--- src/design/hda_pkg.sv ---
package hda_pkg;

    // Timer count width; counts saturate at all ones
    localparam int TIMER_BITS = 16;
    // Width of the tick limit registers
    localparam int LIMIT_BITS = 16;
    // Width at which a count meets a limit
    localparam int CMP_BITS   = (TIMER_BITS > LIMIT_BITS) ? TIMER_BITS : LIMIT_BITS;

    localparam int DIST_BITS  = 10;
    localparam int TEMP_BITS  = 12;
    localparam int CODE_BITS  = 3;
    localparam int CFG_IDX_BITS  = 3;
    localparam int CFG_DATA_BITS = 16;

    typedef logic [TIMER_BITS-1:0] count_t;
    typedef logic [LIMIT_BITS-1:0] limit_t;

    // Hangar modes, one-hot
    typedef enum logic [5:0] {
        MODE_INSIDE   = 6'b000001,
        MODE_TAKEOFF  = 6'b000010,
        MODE_OUT      = 6'b000100,
        MODE_LANDING  = 6'b001000,
        MODE_PREALARM = 6'b010000,
        MODE_ALARM    = 6'b100000
    } mode_t;

    // Mode codes as reported on the result channel
    localparam logic [CODE_BITS-1:0] CODE_INSIDE   = 3'd0;
    localparam logic [CODE_BITS-1:0] CODE_TAKEOFF  = 3'd1;
    localparam logic [CODE_BITS-1:0] CODE_OUT      = 3'd2;
    localparam logic [CODE_BITS-1:0] CODE_LANDING  = 3'd3;
    localparam logic [CODE_BITS-1:0] CODE_PREALARM = 3'd4;
    localparam logic [CODE_BITS-1:0] CODE_ALARM    = 3'd5;

    // Configuration register indexes
    typedef enum logic [CFG_IDX_BITS-1:0] {
        REG_OUT_DISTANCE = 3'd0,
        REG_IN_DISTANCE  = 3'd1,
        REG_HEAT_LIMIT   = 3'd2,
        REG_OUT_HOLD     = 3'd3,
        REG_IN_HOLD      = 3'd4,
        REG_PREALARM     = 3'd5,
        REG_ALARM        = 3'd6
    } reg_index_t;

    typedef struct packed {
        logic        [DIST_BITS-1:0] out_distance_cm;
        logic        [DIST_BITS-1:0] in_distance_cm;
        logic signed [TEMP_BITS-1:0] heat_limit;
        limit_t                      out_hold_ticks;
        limit_t                      in_hold_ticks;
        limit_t                      prealarm_ticks;
        limit_t                      alarm_ticks;
    } cfg_t;

    typedef struct packed {
        logic   running;
        count_t count;
    } timer_t;

    typedef struct packed {
        timer_t tmr;
        logic   expired;
    } timer_step_t;

    function automatic logic [CODE_BITS-1:0] mode_code(mode_t m);
        logic [CODE_BITS-1:0] c;
        unique case (m)
            MODE_INSIDE:   c = CODE_INSIDE;
            MODE_TAKEOFF:  c = CODE_TAKEOFF;
            MODE_OUT:      c = CODE_OUT;
            MODE_LANDING:  c = CODE_LANDING;
            MODE_PREALARM: c = CODE_PREALARM;
            MODE_ALARM:    c = CODE_ALARM;
            default:       c = CODE_INSIDE;
        endcase
        return c;
    endfunction

    // Advance a running timer by one tick, saturating
    function automatic timer_t timer_advance(timer_t t);
        timer_t r;
        r = t;
        if (t.running && (t.count != {TIMER_BITS{1'b1}})) begin
            r.count = t.count + count_t'(1);
        end
        return r;
    endfunction

    // A limit wider than the count never expires once the count saturates
    function automatic logic count_reached(count_t c, limit_t lim);
        return CMP_BITS'(c) >= CMP_BITS'(lim);
    endfunction

    // Hold timer: start on condition, clear when it drops, flag at the limit
    function automatic timer_step_t hold_step(timer_t t, logic cond, limit_t lim);
        timer_step_t r;
        r.tmr     = t;
        r.expired = 1'b0;
        if (cond && !t.running) begin
            r.tmr.running = 1'b1;
            r.tmr.count   = '0;
        end else if (!cond) begin
            r.tmr.running = 1'b0;
            r.tmr.count   = '0;
        end else begin
            r.expired = count_reached(t.count, lim);
        end
        return r;
    endfunction

    // Heat timer: as the hold timer, but restarts when it expires
    function automatic timer_step_t heat_step(timer_t t, logic hot, limit_t lim);
        timer_step_t r;
        r.tmr     = t;
        r.expired = 1'b0;
        if (hot && !t.running) begin
            r.tmr.running = 1'b1;
            r.tmr.count   = '0;
        end else if (!hot) begin
            r.tmr.running = 1'b0;
            r.tmr.count   = '0;
        end else if (count_reached(t.count, lim)) begin
            r.tmr.running = 1'b1;
            r.tmr.count   = '0;
            r.expired     = 1'b1;
        end
        return r;
    endfunction

endpackage

--- src/design/hangar_door_alarm_fsm_core.sv ---
// Hangar door and heat alarm controller. Each input beat is one millisecond tick
// carrying distance, temperature, command pulses, presence and the acknowledge
// button; each accepted beat yields exactly one result beat with the mode, door,
// lamp levels and the alarm raised/cleared pulses. A beat can be accepted on every
// clock while results are taken: the tick update is one pass of compare and select
// logic from the state registers to the result register, so a result is registered
// when its beat is accepted, and a new beat is taken while the previous result is
// being taken downstream. The user writes configuration through the plain write
// port while the block is idle (not enforced); no clearing pass follows reset.
module hangar_door_alarm_fsm_core (
    input  logic                                aclk,
    input  logic                                aresetn,
    input  logic                                s_tvalid,
    output logic                                s_tready,
    // [9:0] distance_cm, [21:10] temperature, [22] takeoff_request,
    // [23] land_request, [24] drone_near, [25] alarm_ack, [31:26] zero
    input  logic [31:0]                         s_tdata,
    output logic                                m_tvalid,
    input  logic                                m_tready,
    // [2:0] machine_state, [3] door_is_open, [4] inside_lamp, [5] transit_lamp,
    // [6] alarm_lamp, [7] alarm_raised, [8] alarm_cleared, [15:9] zero
    output logic [15:0]                         m_tdata,
    input  logic                                cfg_wr_en,
    input  logic [hda_pkg::CFG_IDX_BITS-1:0]    cfg_index,
    input  logic [hda_pkg::CFG_DATA_BITS-1:0]   cfg_wdata
);

    hda_pkg::cfg_t cfg;

    hda_cfg u_cfg (
        .aclk      (aclk),
        .aresetn   (aresetn),
        .cfg_wr_en (cfg_wr_en),
        .cfg_index (cfg_index),
        .cfg_wdata (cfg_wdata),
        .cfg       (cfg)
    );

    // Input beat fields
    logic        [hda_pkg::DIST_BITS-1:0] dist_cm;
    logic signed [hda_pkg::TEMP_BITS-1:0] temp;
    logic takeoff_req, land_req, drone_near, alarm_ack;

    assign dist_cm     = s_tdata[9:0];
    assign temp        = s_tdata[21:10];
    assign takeoff_req = s_tdata[22];
    assign land_req    = s_tdata[23];
    assign drone_near  = s_tdata[24];
    assign alarm_ack   = s_tdata[25];

    hda_pkg::mode_t  mode_reg, mode_next, prior_reg, prior_next;
    logic            takeoff_pend_reg, takeoff_pend_next;
    logic            land_pend_reg, land_pend_next;
    hda_pkg::timer_t hold_reg, hold_next, heat_reg, heat_next;
    logic            door_reg, door_next;
    logic            inside_lamp_reg, inside_lamp_next;
    logic            alarm_lamp_reg, alarm_lamp_next;
    logic            m_tvalid_reg;
    logic [15:0]     m_tdata_reg, m_tdata_next;

    hda_pkg::timer_step_t hold_res, heat_res;
    logic hot, far, close_in, run_heat, raised, cleared, transit, s_acc;

    assign hot      = temp >= $signed(cfg.heat_limit);
    assign far      = dist_cm >= cfg.out_distance_cm;
    assign close_in = dist_cm <= cfg.in_distance_cm;

    assign s_tready = !m_tvalid_reg || m_tready;
    assign s_acc    = s_tvalid && s_tready;

    // Work out one tick of the hangar machine
    always_comb begin
        mode_next         = mode_reg;
        prior_next        = prior_reg;
        takeoff_pend_next = takeoff_pend_reg | takeoff_req;
        land_pend_next    = land_pend_reg | land_req;
        hold_next         = hda_pkg::timer_advance(hold_reg);
        heat_next         = hda_pkg::timer_advance(heat_reg);
        door_next         = door_reg;
        inside_lamp_next  = inside_lamp_reg;
        alarm_lamp_next   = alarm_lamp_reg;
        raised            = 1'b0;
        cleared           = 1'b0;
        run_heat          = 1'b0;
        hold_res          = '0;
        heat_res          = '0;

        unique case (mode_reg)
            hda_pkg::MODE_INSIDE: begin
                if (takeoff_pend_next) begin
                    takeoff_pend_next = 1'b0;
                    inside_lamp_next  = 1'b0;
                    door_next         = 1'b1;
                    hold_next         = '0;
                    mode_next         = hda_pkg::MODE_TAKEOFF;
                end
                run_heat = 1'b1;
            end
            hda_pkg::MODE_TAKEOFF: begin
                hold_res  = hda_pkg::hold_step(hold_next, far, cfg.out_hold_ticks);
                hold_next = hold_res.tmr;
                if (hold_res.expired) begin
                    door_next      = 1'b0;
                    land_pend_next = 1'b0;
                    mode_next      = hda_pkg::MODE_OUT;
                end
                run_heat = 1'b1;
            end
            hda_pkg::MODE_OUT: begin
                if (land_pend_next && drone_near) begin
                    land_pend_next = 1'b0;
                    door_next      = 1'b1;
                    hold_next      = '0;
                    mode_next      = hda_pkg::MODE_LANDING;
                end
            end
            hda_pkg::MODE_LANDING: begin
                hold_res  = hda_pkg::hold_step(hold_next, close_in, cfg.in_hold_ticks);
                hold_next = hold_res.tmr;
                if (hold_res.expired) begin
                    door_next         = 1'b0;
                    inside_lamp_next  = 1'b1;
                    takeoff_pend_next = 1'b0;
                    mode_next         = hda_pkg::MODE_INSIDE;
                end
                run_heat = 1'b1;
            end
            hda_pkg::MODE_PREALARM: begin
                // Let an interrupted takeoff or landing finish in the background
                if (prior_reg == hda_pkg::MODE_LANDING) begin
                    hold_res  = hda_pkg::hold_step(hold_next, close_in, cfg.in_hold_ticks);
                    hold_next = hold_res.tmr;
                    if (hold_res.expired) begin
                        door_next  = 1'b0;
                        prior_next = hda_pkg::MODE_INSIDE;
                    end
                end else if (prior_reg == hda_pkg::MODE_TAKEOFF) begin
                    hold_res  = hda_pkg::hold_step(hold_next, far, cfg.out_hold_ticks);
                    hold_next = hold_res.tmr;
                    if (hold_res.expired) begin
                        door_next  = 1'b0;
                        prior_next = hda_pkg::MODE_OUT;
                    end
                end
                if (!hot) begin
                    mode_next = prior_next;
                end else if (heat_next.running &&
                             hda_pkg::count_reached(heat_next.count, cfg.alarm_ticks)) begin
                    if (prior_next == hda_pkg::MODE_LANDING) begin
                        prior_next = hda_pkg::MODE_INSIDE;
                    end else if (prior_next == hda_pkg::MODE_TAKEOFF) begin
                        prior_next = hda_pkg::MODE_OUT;
                    end
                    door_next        = 1'b0;
                    alarm_lamp_next  = 1'b1;
                    inside_lamp_next = 1'b0;
                    raised           = 1'b1;
                    mode_next        = hda_pkg::MODE_ALARM;
                end
            end
            hda_pkg::MODE_ALARM: begin
                if (alarm_ack) begin
                    alarm_lamp_next = 1'b0;
                    cleared         = 1'b1;
                    heat_next       = '0;
                    if (prior_reg == hda_pkg::MODE_INSIDE) begin
                        inside_lamp_next = 1'b1;
                    end
                    mode_next = prior_reg;
                end
            end
            default: begin
            end
        endcase

        // Heat watch after the mode update of inside, takeoff and landing
        if (run_heat) begin
            heat_res  = hda_pkg::heat_step(heat_next, hot, cfg.prealarm_ticks);
            heat_next = heat_res.tmr;
            if (heat_res.expired) begin
                if (mode_next == hda_pkg::MODE_INSIDE || mode_next == hda_pkg::MODE_TAKEOFF) begin
                    door_next = 1'b0;
                end
                prior_next = mode_next;
                mode_next  = hda_pkg::MODE_PREALARM;
            end
        end
    end

    assign transit = (mode_next == hda_pkg::MODE_TAKEOFF) ||
                     (mode_next == hda_pkg::MODE_LANDING);

    assign m_tdata_next = {7'b0, cleared, raised, alarm_lamp_next, transit,
                           inside_lamp_next, door_next, hda_pkg::mode_code(mode_next)};

    // Commit the tick on each accepted beat
    always_ff @(posedge aclk) begin
        if (!aresetn) begin
            mode_reg         <= hda_pkg::MODE_INSIDE;
            prior_reg        <= hda_pkg::MODE_INSIDE;
            takeoff_pend_reg <= 1'b0;
            land_pend_reg    <= 1'b0;
            hold_reg         <= '0;
            heat_reg         <= '0;
            door_reg         <= 1'b0;
            inside_lamp_reg  <= 1'b1;
            alarm_lamp_reg   <= 1'b0;
        end else if (s_acc) begin
            mode_reg         <= mode_next;
            prior_reg        <= prior_next;
            takeoff_pend_reg <= takeoff_pend_next;
            land_pend_reg    <= land_pend_next;
            hold_reg         <= hold_next;
            heat_reg         <= heat_next;
            door_reg         <= door_next;
            inside_lamp_reg  <= inside_lamp_next;
            alarm_lamp_reg   <= alarm_lamp_next;
        end
    end

    // Hold the result beat until taken
    always_ff @(posedge aclk) begin
        if (!aresetn) begin
            m_tvalid_reg <= 1'b0;
        end else if (s_acc) begin
            m_tvalid_reg <= 1'b1;
        end else if (m_tready) begin
            m_tvalid_reg <= 1'b0;
        end
    end

    always_ff @(posedge aclk) begin
        if (s_acc) begin
            m_tdata_reg <= m_tdata_next;
        end
    end

    assign m_tvalid = m_tvalid_reg;
    assign m_tdata  = m_tdata_reg;

`ifndef SYNTH
    a_accept_gives_result: assert property (@(posedge aclk) disable iff (!aresetn)
        s_acc |=> m_tvalid_reg)
        else $error("accepted beat produced no result");

    a_raise_enters_alarm: assert property (@(posedge aclk) disable iff (!aresetn)
        (s_acc && raised) |=> (mode_reg == hda_pkg::MODE_ALARM))
        else $error("alarm raised without entering alarm");

    a_lamp_tracks_alarm: assert property (@(posedge aclk) disable iff (!aresetn)
        alarm_lamp_reg == (mode_reg == hda_pkg::MODE_ALARM))
        else $error("alarm lamp out of step with alarm mode");

    a_door_open_modes: assert property (@(posedge aclk) disable iff (!aresetn)
        door_reg |-> (mode_reg == hda_pkg::MODE_TAKEOFF ||
                      mode_reg == hda_pkg::MODE_LANDING ||
                      mode_reg == hda_pkg::MODE_PREALARM))
        else $error("door open in a closed-door mode");
`endif

endmodule

--- src/design/hda_cfg.sv ---
module hda_cfg (
    input  logic                                aclk,
    input  logic                                aresetn,
    input  logic                                cfg_wr_en,
    input  logic [hda_pkg::CFG_IDX_BITS-1:0]    cfg_index,
    input  logic [hda_pkg::CFG_DATA_BITS-1:0]   cfg_wdata,
    output hda_pkg::cfg_t                       cfg
);

    hda_pkg::cfg_t cfg_reg;

    // Load defaults on reset, take one register per write
    always_ff @(posedge aclk) begin
        if (!aresetn) begin
            cfg_reg.out_distance_cm <= hda_pkg::DIST_BITS'(100);
            cfg_reg.in_distance_cm  <= hda_pkg::DIST_BITS'(20);
            cfg_reg.heat_limit      <= hda_pkg::TEMP_BITS'(400);
            cfg_reg.out_hold_ticks  <= hda_pkg::LIMIT_BITS'(3000);
            cfg_reg.in_hold_ticks   <= hda_pkg::LIMIT_BITS'(3000);
            cfg_reg.prealarm_ticks  <= hda_pkg::LIMIT_BITS'(5000);
            cfg_reg.alarm_ticks     <= hda_pkg::LIMIT_BITS'(5000);
        end else if (cfg_wr_en) begin
            unique case (hda_pkg::reg_index_t'(cfg_index))
                hda_pkg::REG_OUT_DISTANCE:
                    cfg_reg.out_distance_cm <= cfg_wdata[hda_pkg::DIST_BITS-1:0];
                hda_pkg::REG_IN_DISTANCE:
                    cfg_reg.in_distance_cm  <= cfg_wdata[hda_pkg::DIST_BITS-1:0];
                hda_pkg::REG_HEAT_LIMIT:
                    cfg_reg.heat_limit      <= cfg_wdata[hda_pkg::TEMP_BITS-1:0];
                hda_pkg::REG_OUT_HOLD:
                    cfg_reg.out_hold_ticks  <= cfg_wdata[hda_pkg::LIMIT_BITS-1:0];
                hda_pkg::REG_IN_HOLD:
                    cfg_reg.in_hold_ticks   <= cfg_wdata[hda_pkg::LIMIT_BITS-1:0];
                hda_pkg::REG_PREALARM:
                    cfg_reg.prealarm_ticks  <= cfg_wdata[hda_pkg::LIMIT_BITS-1:0];
                hda_pkg::REG_ALARM:
                    cfg_reg.alarm_ticks     <= cfg_wdata[hda_pkg::LIMIT_BITS-1:0];
                default: begin
                end
            endcase
        end
    end

    assign cfg = cfg_reg;

endmodule

--- config.mk ---
export PLATFORM = sky130hd
export DESIGN_NAME = hangar_door_alarm_fsm_core
export DESIGN_NICKNAME = d
export VERILOG_FILES = /design/src/design/hda_pkg.sv /design/src/design/hangar_door_alarm_fsm_core.sv /design/src/design/hda_cfg.sv
export SDC_FILE = /design/constraint.sdc
export NUM_CORES = 1
export LEC_CHECK = 0
export BUFFER_PORTS_ARGS = -buffer_cell sky130_fd_sc_hd__buf_2
export CAP_MARGIN = 20
export CORE_MARGIN = 3
export CORE_UTILIZATION = 34
export CTS_BUF_LIST = sky130_fd_sc_hd__clkbuf_16
export CTS_CLUSTER_DIAMETER = 40
export DETAILED_ROUTE_END_ITERATION = 10
export PLACE_DENSITY = 0.49
export SYNTH_ARGS = -nofsm -noshare
export SYNTH_HDL_FRONTEND = slang
export SYNTH_SLANG_ARGS = --single-unit
--- constraint.sdc ---
create_clock -name aclk -period 4.61 [get_ports aclk]
set_clock_uncertainty 0.1 [all_clocks]
set_input_delay 0.461 -clock aclk [delete_from_list [all_inputs] [get_ports aclk]]
set_output_delay 0.461 -clock aclk [all_outputs]
set_load 0.03 [all_outputs]
After elaboration in Yosys (flattened, before gate mapping). Index checks and enable logic that the tools add are counted.

$add $sub $neg: 2. Order comparisons: 7. Equal/unequal tests: 29. Multiplexer cells: 89. Bitwise gates (word level): 2. Reductions and logical operators: 27.

Operator list (number): $mux 17 (13); $mux 6 (21); $pmux 17 s5 (1); $ge 16x16->1 (4); $mux 1 (44); $pmux 6 s6 (1); $add 16x1->16 const B (2); $mux 16 (2); $ne 16x16->1 const B (2); $eq 6x2->1 const B (5); $eq 6x4->1 const B (4); $eq 6x1->1 const B (3); $mux 18 (1); $reduce_and 2->1 (8); $pmux 3 s5 (1); $eq 6x3->1 const B (2); $eq 6x5->1 const B (2); $eq 6x6->1 const B (2); $ge 12x12->1 (1); $ge 10x10->1 (1); $le 10x10->1 (1); $eq 3x3->1 const B (3); $logic_and 1x1->1 (8); $eq 3x2->1 const B (2); other kinds (14) (22).

Register bits after elaboration: 157.

Logic depth before layout (Yosys ltp).
Word-level depth: 21. Depth in mapped cells: 20.

Modules after synthesis. From an unflattened synthesis, not the netlist that was laid out.

Cell total of the unflattened synthesis: 1187. Area total of the unflattened synthesis: 10077.2 um^2.

Modules (own cells, without submodules): hangar_door_alarm_fsm_core (instances 1, cells each 837, area each 6404.9 um^2, sequential area each 1311.3 um^2); hda_cfg (instances 1, cells each 350, area each 3672.3 um^2, sequential area each 1921.8 um^2).

Least setup slack after synthesis. Ideal clock, no wire load.

Kind: register to register. Start: reg hold_reg[5] in the netlist's numbering. End: reg m_tdata_reg[0] (netlist: m_tdata[0]), data pin. Arrival: 3.774 ns. Required time: 4.245 ns. Path slack: 0.471 ns. Cell stages (with the launch flop): 19. Buffers on the path: 1. Clock period less this slack: 4.139 ns. Cells stage by stage: dfxtp_1 buf_2 nand4_1 or2_1 o41a_1 and3_4 and2_4 nand3_1 xnor2_1 ha_1 and4_1 nand4_1 a2111oi_2 a2111oi_2 nor3b_2 o22ai_1 a21oi_2 xnor2_1 o22ai_1.

Cells in the longest elaborated chain, start to end: 19. Elaborated cells on any way between the ends: 34. Those cells by class: add/sub: 1; order compare: 2; eq/ne: 6; mux: 24; reduce/logical: 1.

Ends and longest elaborated chain: from (decl) (RTL line hangar_door_alarm_fsm_core.sv:54) `hda_pkg::timer_t hold_reg, hold_next, heat_reg, heat_next;`; from (signal assigned) (RTL line hangar_door_alarm_fsm_core.sv:213) `hold_reg <= hold_next;`; parallel branches: the longest is 2 deep, another holds $add 16x1->16; $mux 16 (*) (RTL line hda_pkg.sv:86) `if (t.running && (t.count != {TIMER_BITS{1'b1}})) begin`; $ge 16x16->1 (RTL line hda_pkg.sv:94) `return CMP_BITS'(c) >= CMP_BITS'(lim);`; $mux 1 (RTL line hda_pkg.sv:105) `end else if (!cond) begin`; $mux 1 (RTL line hda_pkg.sv:102) `if (cond && !t.running) begin`; $mux 1 (RTL line hangar_door_alarm_fsm_core.sv:137) `end else if (prior_reg == hda_pkg::MODE_TAKEOFF) begin`; $mux 1 (RTL line hangar_door_alarm_fsm_core.sv:130) `if (prior_reg == hda_pkg::MODE_LANDING) begin`; $mux 1 (RTL line hangar_door_alarm_fsm_core.sv:88) `unique case (mode_reg)`; (+3 left out); $mux 6 (RTL line hangar_door_alarm_fsm_core.sv:88); $mux 6 (RTL line hangar_door_alarm_fsm_core.sv:145) `if (!hot) begin`; $pmux 6 s6 (*) (RTL line hangar_door_alarm_fsm_core.sv:88); $mux 6 (RTL line hangar_door_alarm_fsm_core.sv:180) `if (heat_res.expired) begin`; $mux 6 (*) (RTL line hangar_door_alarm_fsm_core.sv:177) `if (run_heat) begin`; $eq 6x6->1, or another cell as far along (RTL line hda_pkg.sv:70) `unique case (m)`; $pmux 3 s5 (*) (RTL line hda_pkg.sv:70); via m_tdata_next[0] (RTL line hangar_door_alarm_fsm_core.sv:59) `logic [15:0] m_tdata_reg, m_tdata_next;`; to (signal assigned) (RTL line hangar_door_alarm_fsm_core.sv:234) `m_tdata_reg <= m_tdata_next;`; to (decl) (RTL line hangar_door_alarm_fsm_core.sv:59).

Mark *: on every way through the listed nets, which the timed path passes. The select of a mux whose other input is x is not followed. A chain may end at the register's enable or synchronous reset.

Worst setup path after layout.
Start: reg hold_reg[7] in the netlist's numbering. End: reg m_tdata_reg[0] (netlist: m_tdata[0]), data pin.

Same word-level chain as after synthesis.

==> flow_summary.yaml <==
logic_synthesis:
  postSynthAreaPerCell_um2: 7.93
  synth_area_leaders: "dfxtp_1, ha_1, nand2_1, a21oi_1, inv_1"
  synthArstFlopShare_pct: 0
  ys_types: 85
  synth_warnings: 0
  synth_commonest_cells: "nand2_1, dfxtp_1, a21oi_1"
  ys_ff_latch: 157
  yosysTopAreaCell: "dfxtp_1"
  synth-edff-count: 9
  synth_most_common_cell: "nand2_1"
  synthCells: 1212
  synth_top_area_share_pct: 30.8
  yosysSeqAreaShare_pct: 33.7
  synth_area_mm2: 0.00961
  ys.flop_type: "dfxtp_1"
pwr:
  power_mw: 3.41
  combPwrFrac_pct: 15.9
  p_sw_share_pct: 30.5
  p_leak_nw: 4.49
  p_int_mw: 2.37
  power.switching_mw: 1.04
  p_per_area_mw_per_mm2: 310
  seqPwrFrac_pct: 42.3
  p_clk_share_pct: 41.8
  vdd_drop_max_mv: 0.257
floorplan:
  ios: 74
  num_rows: 60
  die_h_um: 174
  dieWidth_um: 174
  start_util_pct: 35.2
  dieArea_mm2: 0.0303
  coreArea_mm2: 0.0273
finish:
  largest_reg_flops: 96
  postLayoutCellArea_mm2: 0.0110
  fill_cells: 2904
  stdcell_count: 1660
  finalNetCount: 1428
  drive_gt1_share_pct: 13.4
  utilization_pct: 40.3
  area_delta_synth_final_pct: 14.6
timing:
  holdWs_ns: 0.174
  fin_ws_ns: 0.235
  setup_violations: 0
  finalHoldViolCount: 0
  fin_tns_setup_ns: 0
  period_minus_slack_ns: 4.37
  period_share_pct: 94.9
  relSlewSlack_pct: 38.6
  fmax_ghz: 0.229
  drv_slew: 0
  worst_pin_slew_ns: 0.922
place:
  portBuffers: 60
  gp_congestion: 0.925
  dp_hpwl_um: 20200
  placed_cell_area_mm2: 0.0104
  pre_cts_ws_ns: -0.0116
  post-place-cells: 1624
grt:
  grt_overflow: 0
  grt_usage_pct: 18.2
  grt_max_degree: 81
  antenna_found_initial: 1
  grt_pass1_wl_um: 44100
  grt_pass1_vias: 8153
clock_tree:
  path_clk_slew_ns: 0.07
  clock_sinks: 157
  cts_tree: "yes"
  clockBufferDepth: 2
  clkLatencyLatePin_ns: 0.43
  root_buffer: "clkbuf_16"
  h-tree-depth: 4
  cts_inserted_buffers: 17
routing:
  wirelength_um: 27400
  firstDrtPassIters: 5
  drtIter0Drc: 484
  viasPerCell: 5.08
  drtAntennaViolNets: 0
  routedWlPerCell_um: 16.5
  via_count: 8426
  drc: 0
setup_path:
  cp.arrival_ns: 4.45
  critical_path_class: "reg -> reg"
  startpoint_type: "register"
  cp_max_fo: 6
  crit_required_ns: 4.69
  r2r_slack_ns: 0.24
  critPathCaptureType: "register"
outcome:
  status: "completed"
job:
  drv_cap: 0
min_path:
  hold_class: "in -> reg"
[critical path, cell delays in order, from the launching register on]
cell       delay, ns
dfxtp_2         0.36
nand4_1         0.12
or2_4           0.27
o41a_1          0.43
and3_4          0.23
nand4_1         0.13
nor3_1          0.07
xor2_1          0.26
ha_1            0.30
and4_1          0.21
nand2_1         0.11
o211ai_1        0.13
a2111oi_2       0.42
nor3b_2         0.09
buf_4           0.18
o22ai_1         0.21
a21oi_2         0.12
a41oi_1         0.28
o22ai_1         0.10
[power groups by stage]
stage | clock network, mW | registers, mW | logic [mW]
3_3_place_gp | 0 | 1.47 | 0.537
3_5_place_dp | 0 | 1.47 | 0.538
6_report | 1.43 | 1.44 | 0.543
4_1_cts | 1.46 | 1.44 | 0.541
5_1_grt | 1.52 | 1.45 | 0.602
2_1_floorplan | 0 | 1.48 | 0.356
[cells in the final DEF, fill, tap and decap left out, types with 4 or more instances in the layout]
cell       instances
o31ai_1            4
o22ai_1            4
buf_4             36
a211oi_1           8
o21ai_0           28
nand2b_1          17
inv_1            103
and4_1             5
a311oi_1           5
ha_1              98
nor2_1            72
a21oi_1          125
nand3_1           32
edfxtp_1           9
o211ai_1          37
or2_2              4
o21ai_1            6
clkinv_4           7
buf_2             60
and3_1            10
xnor2_1           24
xor2_1             8
nand2_1          220
nand4_1           20
nor2b_1            5
a22oi_1           21
a21o_1            12
and2_1            20
nor3_1            17
o21a_1             7
dfxtp_1          146
clkbuf_16         17
conb_1             7
[routing by layer]
metal / global-route usage (%) / vias to the layer above / routed length, um
li1: - / 4346 / -
met1: 25.2 / 3926 / 13600
met2: 29.7 / 126 / 12500
met3: 2.36 / 28 / 805
met4: 5.29 / 0 / 481
met5: 0 / - / 0
[path summary, 6_finish.rpt]
kind                start           end  cells after the start
max reg2reg   hold_reg[7]    m_tdata[0]                     18
min              s_tvalid      m_tvalid                      3
min reg2reg  hold_reg[14]  hold_reg[14]                      2
max           hold_reg[7]    m_tdata[0]                     18
[kinds of logic (layout without fill, tap and decap cells)]
logic type | count (synthesis) | count (layout) | share of synthesized area, %
flops | 157 | 157 | 33.7
buf+inv | 166 | 235 | 7.06
other cells | 1 | 8 | 0.0390
compound gates | 300 | 300 | 20.8
simple gates | 455 | 455 | 22.4
xor+xnor | 32 | 32 | 2.92
fa+ha+maj | 98 | 98 | 12.8
mux | 3 | 3 | 0.339
[layout make-up]
class | instances | area [um^2] | area share (%)
Clock inverter | 15 | 164 | 1.49
Multi-Input combinational cell | 895 | 5730 | 52.0
Sequential cell | 157 | 3240 | 29.4
Antenna cell | 1 | 2.50 | 0.0227
Timing Repair Buffer | 97 | 591 | 5.36
Inverter | 106 | 399 | 3.62
Clock buffer | 17 | 425 | 3.86
Tap cell | 372 | 465 | 4.23
[what timing repair did]
item / CTS / global route
resized for setup: 0 / 5
buffers inserted: 0 / 3
endpoints found under the hold margin: 0 / 0
pin swaps: 1 / 9
setup endpoints to repair: 1 / 13
hold buffers: 0 / 0
Power figures use the tool's default switching activity.
